[config.mk]
export PLATFORM = sky130hd
export DESIGN_NAME = order_statistic_multiset_core
export DESIGN_NICKNAME = d
export VERILOG_FILES = /design/src/hdl/osm_pkg.sv /design/src/hdl/order_statistic_multiset_core.sv /design/src/hdl/osm_ram.sv
export SDC_FILE = /design/constraint.sdc
export NUM_CORES = 2
export LEC_CHECK = 0
export BUFFER_PORTS_ARGS = -buffer_cell sky130_fd_sc_hd__buf_2
export CELL_PAD_IN_SITES_DETAIL_PLACEMENT = 0
export CELL_PAD_IN_SITES_GLOBAL_PLACEMENT = 1
export CORE_MARGIN = 3
export CORE_UTILIZATION = 50
export CTS_CLUSTER_SIZE = 10
export DETAILED_ROUTE_END_ITERATION = 12
export PLACE_DENSITY = 0.75
export SLEW_MARGIN = 20
export SYNTH_ARGS = -nofsm -noshare
export SYNTH_HDL_FRONTEND = slang
export SYNTH_SLANG_ARGS = --single-unit
[constraint.sdc]
create_clock -name clk -period 14 [get_ports clk]
set_clock_uncertainty 0.2 [all_clocks]
set_input_delay 2.1 -clock clk [delete_from_list [all_inputs] [get_ports clk]]
set_output_delay 2.1 -clock clk [all_outputs]
set_load 0.05 [all_outputs]
[src/hdl/osm_pkg.sv]
// ----------------------------------------------------------------------------
// osm_pkg
// Shared capacity, widths, operation codes and status codes for the sorted multiset.
// ----------------------------------------------------------------------------
`default_nettype none

package osm_pkg;

  localparam int CAPACITY = 64;
  localparam int DATA_W   = 32;
  localparam int KIND_W   = 3;
  localparam int STATUS_W = 2;
  localparam int OUT_W    = 40;

  localparam logic [KIND_W-1:0] OP_INSERT = 3'd0;
  localparam logic [KIND_W-1:0] OP_ERASE  = 3'd1;
  localparam logic [KIND_W-1:0] OP_RANK   = 3'd2;
  localparam logic [KIND_W-1:0] OP_KTH    = 3'd3;
  localparam logic [KIND_W-1:0] OP_PRED   = 3'd4;
  localparam logic [KIND_W-1:0] OP_SUCC   = 3'd5;

  localparam logic [STATUS_W-1:0] STAT_OK     = 2'd0;
  localparam logic [STATUS_W-1:0] STAT_FULL   = 2'd1;
  localparam logic [STATUS_W-1:0] STAT_EMPTY  = 2'd2;
  localparam logic [STATUS_W-1:0] STAT_ABSENT = 2'd3;

endpackage

`default_nettype wire

[src/hdl/order_statistic_multiset_core.sv]
// ----------------------------------------------------------------------------
// order_statistic_multiset_core
// Bounded sorted multiset of signed 32-bit values with rank and order queries.
// ----------------------------------------------------------------------------
// Entries sit in ascending order in a single-port-read RAM. Rank, erase,
// insert, predecessor and successor first scan all n stored entries through
// one signed comparator, one entry a cycle; kth skips the scan.
// Insert and erase then shift the entries above the slot, each moved entry
// read in S_MVRD and written in S_MVWR; the RAM offers one read and one
// write a cycle, with registered read data. Kth, predecessor and successor
// read their answer in S_FETCH and S_FWAIT; S_DONE loads the result. The
// input is not ready while an item is in progress; a waiting result does not
// block accepting the next item, which holds in S_DONE until it is taken.
`default_nettype none

module order_statistic_multiset_core #(
  parameter int CAPACITY = osm_pkg::CAPACITY
) (
  input  wire logic                         clk,
  input  wire logic                         rst,
  input  wire logic                         s_tvalid,
  output logic                              s_tready,
  input  wire logic [osm_pkg::KIND_W-1:0]   s_tuser,  // kind
  input  wire logic [osm_pkg::DATA_W-1:0]   s_tdata,  // operand
  output logic                              m_tvalid,
  input  wire logic                         m_tready,
  output logic      [osm_pkg::OUT_W-1:0]    m_tdata   // answer, status, zero pad
);

  localparam int AW = $clog2(CAPACITY);
  localparam int CW = $clog2(CAPACITY + 1);

  typedef enum logic [7:0] {
    S_IDLE  = 8'b0000_0001,
    S_SCAN  = 8'b0000_0010,
    S_MVRD  = 8'b0000_0100,
    S_MVWR  = 8'b0000_1000,
    S_PUT   = 8'b0001_0000,
    S_FETCH = 8'b0010_0000,
    S_FWAIT = 8'b0100_0000,
    S_DONE  = 8'b1000_0000
  } state_t;

  state_t                         state;
  logic [osm_pkg::KIND_W-1:0]     kind;
  logic [osm_pkg::DATA_W-1:0]     operand;
  logic [CW-1:0]                  count;
  logic [CW-1:0]                  idx;
  logic                           pend;
  logic [CW-1:0]                  lt;
  logic [CW-1:0]                  le;
  logic [CW-1:0]                  ptr;
  logic [AW-1:0]                  pos;
  logic [osm_pkg::DATA_W-1:0]     answer;
  logic [osm_pkg::STATUS_W-1:0]   status;
  logic                           out_valid;
  logic [osm_pkg::DATA_W-1:0]     out_answer;
  logic [osm_pkg::STATUS_W-1:0]   out_status;
  logic                           load;

  logic                           we;
  logic [AW-1:0]                  waddr;
  logic [osm_pkg::DATA_W-1:0]     wdata;
  logic [AW-1:0]                  raddr;
  logic [osm_pkg::DATA_W-1:0]     rdata;
  logic                           less;
  logic                           equal;
  logic [CW-1:0]                  src;
  logic [CW-1:0]                  kth_idx;

  osm_ram #(
    .WIDTH(osm_pkg::DATA_W),
    .DEPTH(CAPACITY)
  ) u_ram (
    .clk  (clk),
    .we   (we),
    .waddr(waddr),
    .wdata(wdata),
    .raddr(raddr),
    .rdata(rdata)
  );

  // shared comparator
  assign less  = $signed(rdata) < $signed(operand);
  assign equal = rdata == operand;

  assign src = (kind == osm_pkg::OP_INSERT) ? ptr - CW'(1) : ptr + CW'(1);

  always_comb begin
    if (s_tdata[osm_pkg::DATA_W-1] || s_tdata == '0) begin
      kth_idx = '0;
    end else if (s_tdata >= osm_pkg::DATA_W'(count)) begin
      kth_idx = count - CW'(1);
    end else begin
      kth_idx = s_tdata[CW-1:0] - CW'(1);
    end
  end

  always_comb begin
    we    = 1'b0;
    waddr = ptr[AW-1:0];
    wdata = rdata;
    raddr = idx[AW-1:0];
    unique case (state)
      S_MVRD:  raddr = src[AW-1:0];
      S_MVWR:  we = 1'b1;
      S_PUT: begin
        we    = 1'b1;
        waddr = pos;
        wdata = operand;
      end
      S_FETCH: raddr = ptr[AW-1:0];
      default: ;
    endcase
  end

  assign s_tready = (state == S_IDLE) && !rst;
  assign m_tvalid = out_valid;
  assign m_tdata  = {(osm_pkg::OUT_W - osm_pkg::DATA_W - osm_pkg::STATUS_W)'(0),
                     out_status, out_answer};

  assign load = (state == S_DONE) && (!out_valid || m_tready);

  always_ff @(posedge clk) begin
    if (rst) begin
      state     <= S_IDLE;
      count     <= '0;
      pend      <= 1'b0;
      out_valid <= 1'b0;
    end else begin
      if (load) begin
        out_valid <= 1'b1;
      end else if (m_tready) begin
        out_valid <= 1'b0;
      end
      unique case (state)
        S_IDLE: begin
          if (s_tvalid) begin
            kind    <= s_tuser;
            operand <= s_tdata;
            answer  <= '0;
            status  <= osm_pkg::STAT_OK;
            idx     <= '0;
            pend    <= 1'b0;
            lt      <= '0;
            le      <= '0;
            case (s_tuser)
              osm_pkg::OP_INSERT: begin
                if (count == CW'(CAPACITY)) begin
                  status <= osm_pkg::STAT_FULL;
                  state  <= S_DONE;
                end else begin
                  state <= S_SCAN;
                end
              end
              osm_pkg::OP_ERASE, osm_pkg::OP_RANK: state <= S_SCAN;
              osm_pkg::OP_KTH: begin
                if (count == '0) begin
                  status <= osm_pkg::STAT_EMPTY;
                  state  <= S_DONE;
                end else begin
                  ptr   <= kth_idx;
                  state <= S_FETCH;
                end
              end
              osm_pkg::OP_PRED, osm_pkg::OP_SUCC: begin
                if (count == '0) begin
                  status <= osm_pkg::STAT_EMPTY;
                  state  <= S_DONE;
                end else begin
                  state <= S_SCAN;
                end
              end
              default: state <= S_DONE;
            endcase
          end
        end
        S_SCAN: begin
          if (pend) begin
            if (less) begin
              lt <= lt + CW'(1);
            end
            if (less || equal) begin
              le <= le + CW'(1);
            end
          end
          if (idx != count) begin
            idx  <= idx + CW'(1);
            pend <= 1'b1;
          end else begin
            pend <= 1'b0;
            if (!pend) begin
              case (kind)
                osm_pkg::OP_INSERT: begin
                  pos   <= le[AW-1:0];
                  ptr   <= count;
                  state <= (le == count) ? S_PUT : S_MVRD;
                end
                osm_pkg::OP_ERASE: begin
                  if (le == lt) begin
                    status <= osm_pkg::STAT_ABSENT;
                    state  <= S_DONE;
                  end else if (lt + CW'(1) == count) begin
                    count <= count - CW'(1);
                    state <= S_DONE;
                  end else begin
                    ptr   <= lt;
                    state <= S_MVRD;
                  end
                end
                osm_pkg::OP_RANK: begin
                  answer <= osm_pkg::DATA_W'(lt) + osm_pkg::DATA_W'(1);
                  if (count == '0) begin
                    status <= osm_pkg::STAT_EMPTY;
                  end
                  state <= S_DONE;
                end
                osm_pkg::OP_PRED: begin
                  ptr   <= (lt == '0) ? '0 : lt - CW'(1);
                  state <= S_FETCH;
                end
                default: begin
                  ptr   <= (le >= count) ? count - CW'(1) : le;
                  state <= S_FETCH;
                end
              endcase
            end
          end
        end
        S_MVRD: state <= S_MVWR;
        S_MVWR: begin
          if (kind == osm_pkg::OP_INSERT) begin
            ptr   <= ptr - CW'(1);
            state <= (ptr - CW'(1) == CW'(pos)) ? S_PUT : S_MVRD;
          end else begin
            ptr <= ptr + CW'(1);
            if (ptr + CW'(2) == count) begin
              count <= count - CW'(1);
              state <= S_DONE;
            end else begin
              state <= S_MVRD;
            end
          end
        end
        S_PUT: begin
          count <= count + CW'(1);
          state <= S_DONE;
        end
        S_FETCH: state <= S_FWAIT;
        S_FWAIT: begin
          answer <= rdata;
          state  <= S_DONE;
        end
        S_DONE: begin
          if (load) begin
            out_answer <= answer;
            out_status <= status;
            state      <= S_IDLE;
          end
        end
        default: state <= S_IDLE;
      endcase
    end
  end

endmodule

`default_nettype wire

[src/hdl/osm_ram.sv]
// ----------------------------------------------------------------------------
// osm_ram
// Generic single-write, single-read RAM with registered read data.
// ----------------------------------------------------------------------------
`default_nettype none

module osm_ram #(
  parameter int WIDTH = osm_pkg::DATA_W,
  parameter int DEPTH = osm_pkg::CAPACITY
) (
  input  wire logic                     clk,
  input  wire logic                     we,
  input  wire logic [$clog2(DEPTH)-1:0] waddr,
  input  wire logic [WIDTH-1:0]         wdata,
  input  wire logic [$clog2(DEPTH)-1:0] raddr,
  output logic      [WIDTH-1:0]         rdata
);

  logic [WIDTH-1:0] mem [DEPTH];

  always_ff @(posedge clk) begin
    if (we) begin
      mem[waddr] <= wdata;
    end
    rdata <= mem[raddr];
  end

endmodule

`default_nettype wire

# [After elaboration in Yosys (flattened, before gate mapping)]
# Memory sizes are Yosys's and may differ from the RTL's. A register that Yosys moved wholly into a read port is not among the register bits.
# Cells that the tools add are included.
# W data, S select, Z words.
[classes] bitwise=3 n_mux=73 n_eq_ne=46 n_lt_le_gt_ge=3 n_reduce_logical=34 add_sub_neg=11
[op_table] operator="$mux W7" count=25
[op_table] operator="$mux W32" count=5
[op_table] operator="$pmux W32 S3" count=1
[op_table] operator="$mux W8" count=11
[op_table] operator="$pmux W8 S7" count=1
[op_table] operator="$pmux W7 S2" count=3
[op_table] operator="$pmux W7 S3" count=2
[op_table] operator="$add A7 B1 Y7 const B" count=5
[op_table] operator="$eq A32 B32 Y1" count=1
[op_table] operator="$ge A32 B7 Y1" count=1
[op_table] operator="$logic_not A32 Y1" count=1
[op_table] operator="$lt A32 B32 Y1" count=1
[op_table] operator="$pmux W8 S4" count=1
[op_table] operator="$ne A2 B2 Y1 const B" count=15
[op_table] operator="$eq A7 B7 Y1" count=4
[op_table] operator="$pmux W7 S4" count=1
[op_table] operator="$sub A7 B1 Y7 const B" count=4
[op_table] operator="$pmux W8 S3" count=1
[op_table] operator="$reduce_and A8 Y1" count=2
[op_table] operator="$reduce_and A5 Y1" count=3
[op_table] operator="$logic_not A7 Y1" count=2
[op_table] operator="$mux W2" count=6
[op_table] operator="$ne A3 B3 Y1 const B" count=4
[op_table] operator="$pmux W2 S2" count=3
[op_table] operator="38 further kinds" count=67
[word_totals] wordCells=186 reg_bits=154 output_inout_bits=42 memories=1 ramBits=2048
[mem_list] name="u_ram.mem" depth=64 width=32 rd=1 rd_ports_with_merged_regs=1 write_ports=1 line_no="osm_ram.sv:19" source="logic [WIDTH-1:0] mem [DEPTH];"

# [Longest topological paths before layout]
[logic_depth] ltp_word=8 mapped_depth=16 depth_no_buf=11

# [Hierarchy]
# From an unflattened synthesis, not the netlist that was laid out.
[unflattened] cells_unflattened=4427 area_unflattened_um2=88381.0
[modules_own_cells] mod="osm_ram" area_per_inst_um2=79039.6 seq_area_each_um2=62139.6 cells_each=3511 instances=1
[modules_own_cells] mod="order_statistic_multiset_core" area_per_inst_um2=9341.5 seq_area_each_um2=4454.3 cells_each=916 instances=1

# [Least setup slack after synthesis]
# No wires, ideal clock.
[synth_path] kind="input -> register" start="input port rst" end="register answer[0] (netlist bit), enable pin" required_ns=13.326 t_arrival_ns=4.905 path_buffers=1 setup_time_ns=0.474 path_stages=4 path_slack_ns=8.421 cell_sequence="clkbuf_1 > nor2_1 > nand2_1 > a221oi_1"
[synth_via] elab_chain_cells=2
[synth_rtl] item="start, declared" line_no="order_statistic_multiset_core.sv:20" source="input wire logic rst,"
[synth_rtl] item="$not A1 Y1 (no source line)"
[synth_rtl] item="$reduce_and A6 Y1 (no source line)"
[synth_rtl] item="end signal, assigned" line_no="order_statistic_multiset_core.sv:212" source="answer <= osm_pkg::DATA_W'(lt) + osm_pkg::DATA_W'(1);"
[synth_rtl] item="end signal, assigned" line_no="order_statistic_multiset_core.sv:251" source="answer <= rdata;"
[synth_rtl] item="end, declared" line_no="order_statistic_multiset_core.sv:54" source="logic [osm_pkg::DATA_W-1:0] answer;"
# Every way passes these cells.
# A chain may end at the register's enable or synchronous reset.

# [Worst setup path in the final report]
[layout_path] start="register ptr[0]" end="register u_ram.rdata[1], read port of u_ram.mem"
[layout_via] elab_chain_cells=3
[layout_rtl] item="start, declared" line_no="order_statistic_multiset_core.sv:52" source="logic [CW-1:0] ptr;"
[layout_rtl] item="start signal, assigned" line_no="order_statistic_multiset_core.sv:162" source="ptr <= kth_idx;"
[layout_rtl] item="start signal, assigned" line_no="order_statistic_multiset_core.sv:196" source="ptr <= count;"
[layout_rtl] item="start signal, assigned" line_no="order_statistic_multiset_core.sv:207" source="ptr <= lt;"
[layout_rtl] item="$add A7 B1 Y7 or $sub A7 B1 Y7 (tied branches)"
[layout_rtl] item="$mux W7"
[layout_rtl] item="$pmux W6 S2 (*)" line_no="order_statistic_multiset_core.sv:104" source="unique case (state)"
[layout_rtl] item="end, declared" line_no="osm_ram.sv:16" source="output logic [WIDTH-1:0] rdata"
# Mark *: on every way between the ends. The rest lies on a longest branch, timed or not.

==> impl_results.md <==
- Final routed wirelength across all metal layers: between 200000 and 300000 um
- Buffers from clock root to sink, at most: 4
- Total Routing Usage GR: between 20% and 30%
- Part of the power in the clock network: 34.6%
- Horizontal die dimension: 428.8 um
- Number of synthesized flops with an enable pin: about 2200
- Areal power density over the cells: 178.1 nW/um2
- Largest net degree at the start of global routing: 154
- Async set-reset flop share out of synthesis: 0%
- Vias: between 50000 and 60000
- Combinational Power Share: 17.7%
- Final ANT Viol Nets: 0
- CP Cell Sequence: inv_1, ha_1, nor4b_1, o21ai_0, nand3b_1, buf_4, and2_4, buf_4, buf_12, buf_4, nand2_1, nand3_1, a21oi_1, or4_1, nor4_2
- Core outline area: 176900 um2
- Fraction of power consumed by sequential logic: 47.7%
- Max-capacitance violation count: 0
- Number of slew-limit violations in the final report: 0
- Sequential share of the synthesized area: 74.52%
- Ratio of final minimum period to clock period: 43.42%
- Required time at the worst-slack endpoint: 14590 ps
- I/O pin cnt: 81
- Clock tree from TritonCTS: done
- Total power: 17.94 mW
- Fmax achieved: 164.5 MHz
- Worst slack on hold paths: 213.4 ps
- Worst ir drop on vdd: 0.1383 mV
- Number of sinks driven by the clock tree: between 2000 and 2500
- Maximum cell stage delay along the critical path: slightly below 800 ps
- Post-detailed-route DRC marker count: 0
- CTS hold repair buffers: 0
- Static Leak: 33.04 nW
- Smallest setup slack after layout: 7921 ps
- Final total negative setup slack: 0 ps
- Worst Setup Slack post-DPL: 7891 ps
- Most used cell along the critical path: buf_4
- Critical path fanouts, max: 153
- Proportion of layout cells with a drive suffix above 1: 14.78%
- Top sig layer: met5
- Nets: 6009
- Wire length on met3: 27320 um
- Final Hold Fails: 0
- Die height: 428.8 um
- Type of element launching the critical path: register
- Final-report setup violation count: 0
- Starting Density: 50.52%
- Top library cells by usage in the layout, fill and taps aside: 2185 x edfxtp_1, 953 x nand2_1, 345 x nand3_1
- DPL Wire Length: 143100 um
- Cell at the slowest stage of the critical path: buf_4
- Kind of critical path: reg2reg
- Most common cell after layout, fill and taps aside: edfxtp_1
- Status: finished, final reports clean
- Arrival time worst endpoint: 6670 ps
- Inserted Clock Buffers: 277
- Clock Latency Late Sink: between 900 and 1000 ps
- Number of H-tree branching levels: 5
- Syn-to-layout area delta: 12.71%
- Unrepaired setup endpoints after global routing: no
- M1 wire length: 100800 um
- Placed instance area: a little over 90000 um2
- Post-CTS setup-driven buffer insertion count: 0
- Post-Syn Area: approximately 89000 um2
- Initial DRC count: 7660
- Most frequently used flop master after synthesis: edfxtp_1
- Minimum clock period: 6079 ps
- Port bufs: 74
- Number of instances in the synthesized netlist: 5756
- Full die area: 183800 um2
- RD Place Congestion: approximately 0.9
- FP Rows: 154
- Routed wirelength normalized by instance count: a little over 30 um
- Drt first pass iters: 8
- Syn Area/Cell: 15.53 um2
- Non-Filler Cell Area, Final: around 100000 um2
- Count of unique library cells instantiated by Yosys: 78
- CP Capture Type: register
- Clock slew at reported path FFs: 60 ps
- Number of inserted filler cells in the final layout: 13460
- Class of the worst hold path: reg2reg
- Residual overflow from global routing: 0
- Clock Root Buffer: clkbuf_16
- Worst-margin pin slew: about 1100 ps
- Avg Vias per Cell: 6.381
- Cell depth of the worst hold path: 0
- Register bit total from synthesis: 2234
- Met2 WL post-DR: 121200 um
- Number of warning messages in the yosys log: 0
- Initial antenna violation count: 7
- Worst slew margin relative to its limit: between 20% and 30%
- Switching power: 5.071 mW
- Vias in the first global route: around 51000
- Net switching share of the total power: 28.27%
- Pint: 12.87 mW
- First-pass GRT wire length: approximately 370000 um
- Worst Reg-to-Reg Cells: 15
- CTS-repair resized insts: 0
[registers in the layout, summed over array words and instances, names as in the netlist]
name         count
pend             1
pos              6
ptr              7
le               7
operand         32
m_tvalid         1
state            8
kind             3
answer          32
u_ram.mem     2048
out_answer      32
lt               7
status           2
u_ram.rdata     32
out_status       2
idx              7
count            7
[logic make-up after synthesis]
logic type,count (synthesis),synth area share [%]
multiplexers,317,6.269
AO/OA/AOI/OAI,785,5.667
other,1,0.004196
AND/OR/NAND/NOR,1869,9.678
XOR/XNOR,75,0.7812
flip-flops,2234,74.52
buffers and inverters,418,2.286
adder cells (fa/ha/maj),57,0.7980
[area by class of cell]
type | instances | area [um2] | share of cell area [%]
inverters | 57 | 214.0 | 0.2124
multi-input cells | 3109 | 21720 | 21.57
clock buffers | 357 | 7485 | 7.431
flip-flops and latches | 2234 | 66590 | 66.11
repair buffers | 234 | 1684 | 1.672
well taps | 2340 | 2928 | 2.907
diodes | 2 | 5.005 | 0.004969
clock inverters | 11 | 93.84 | 0.09316
[critical path, delay by kind of cell (launching register included)]
kind	cells	cell delay, ps
fa+ha+maj	1	260
buf+inv	5	2420
compound gates	2	230
simple gates	7	2040
flops	1	610
[cell usage after synthesis (all sizes together), types with 3 or more instances]
master	count	area share (%)
a311oi	22	0.22
a221oi	4	0.046
dfxtp	49	1.1
nor3b	6	0.050
o221ai	9	0.088
nand3	348	1.9
a211oi	70	0.59
nand2b	14	0.098
a2111oi	3	0.029
a21o	27	0.23
nand3b	9	0.076
xnor2	46	0.45
o211ai	63	0.53
mux2i	121	1.4
a32oi	18	0.18
o2111ai	3	0.029
nor3	48	0.29
a31oi	101	0.71
and3	130	0.91
a22oi	4	0.034
mux4	194	4.9
o31ai	8	0.067
nand2	959	4.0
o311ai	9	0.088
xnor3	3	0.076
o32ai	9	0.088
and2	36	0.25
nor2	163	0.69
ha	57	0.80
or4	42	0.36
nand4	38	0.27
or2	5	0.035
nor2b	5	0.035
o21ai	74	0.42
buf	222	1.5
xor2	26	0.25
nor4	48	0.49
inv	57	0.24
a21oi	187	1.1
edfxtp	2185	73
clkbuf	139	0.60
nor4b	5	0.049
o22ai	156	1.1
a211o	3	0.029
or3	7	0.049
[worst paths after layout]
kind | from | slack [ps] | endpoint
min | status[0] | 210 | out_status[0]
max | ptr[0] | 7920 | u_ram.rdata[1]
max reg2reg | ptr[0] | 7920 | u_ram.rdata[1]
min reg2reg | status[0] | 210 | out_status[0]
[layer usage]
layer / GRT usage [%] / up-vias
li1: - / 22540
met1: 38.66 / 27100
met2: 43.46 / 3069
met3: 6.489 / 528
met4: 10.84 / 2
met5: 0 / -
[power by group through the flow]
stage	combinational, mW	sequential [mW]	clock [mW]
after global routing	3.39	8.54	6.56
final	3.18	8.55	6.21
after global placement	3.05	8.67	0
after detailed placement	3.12	8.67	0
after floorplan	1.89	8.67	0
after CTS	3.13	8.54	6.29
[stage by stage]
stage / util [%] / instances
5_1_grt: 56.94 / 8343
6_report: 56.94 / 8344
4_1_cts: 56.93 / 8342
3_5_place_dp: 52.65 / 7974
2_1_floorplan: - / 5761
3_3_place_gp: 52.65 / 7974
(Power assumes the default switching activity.)
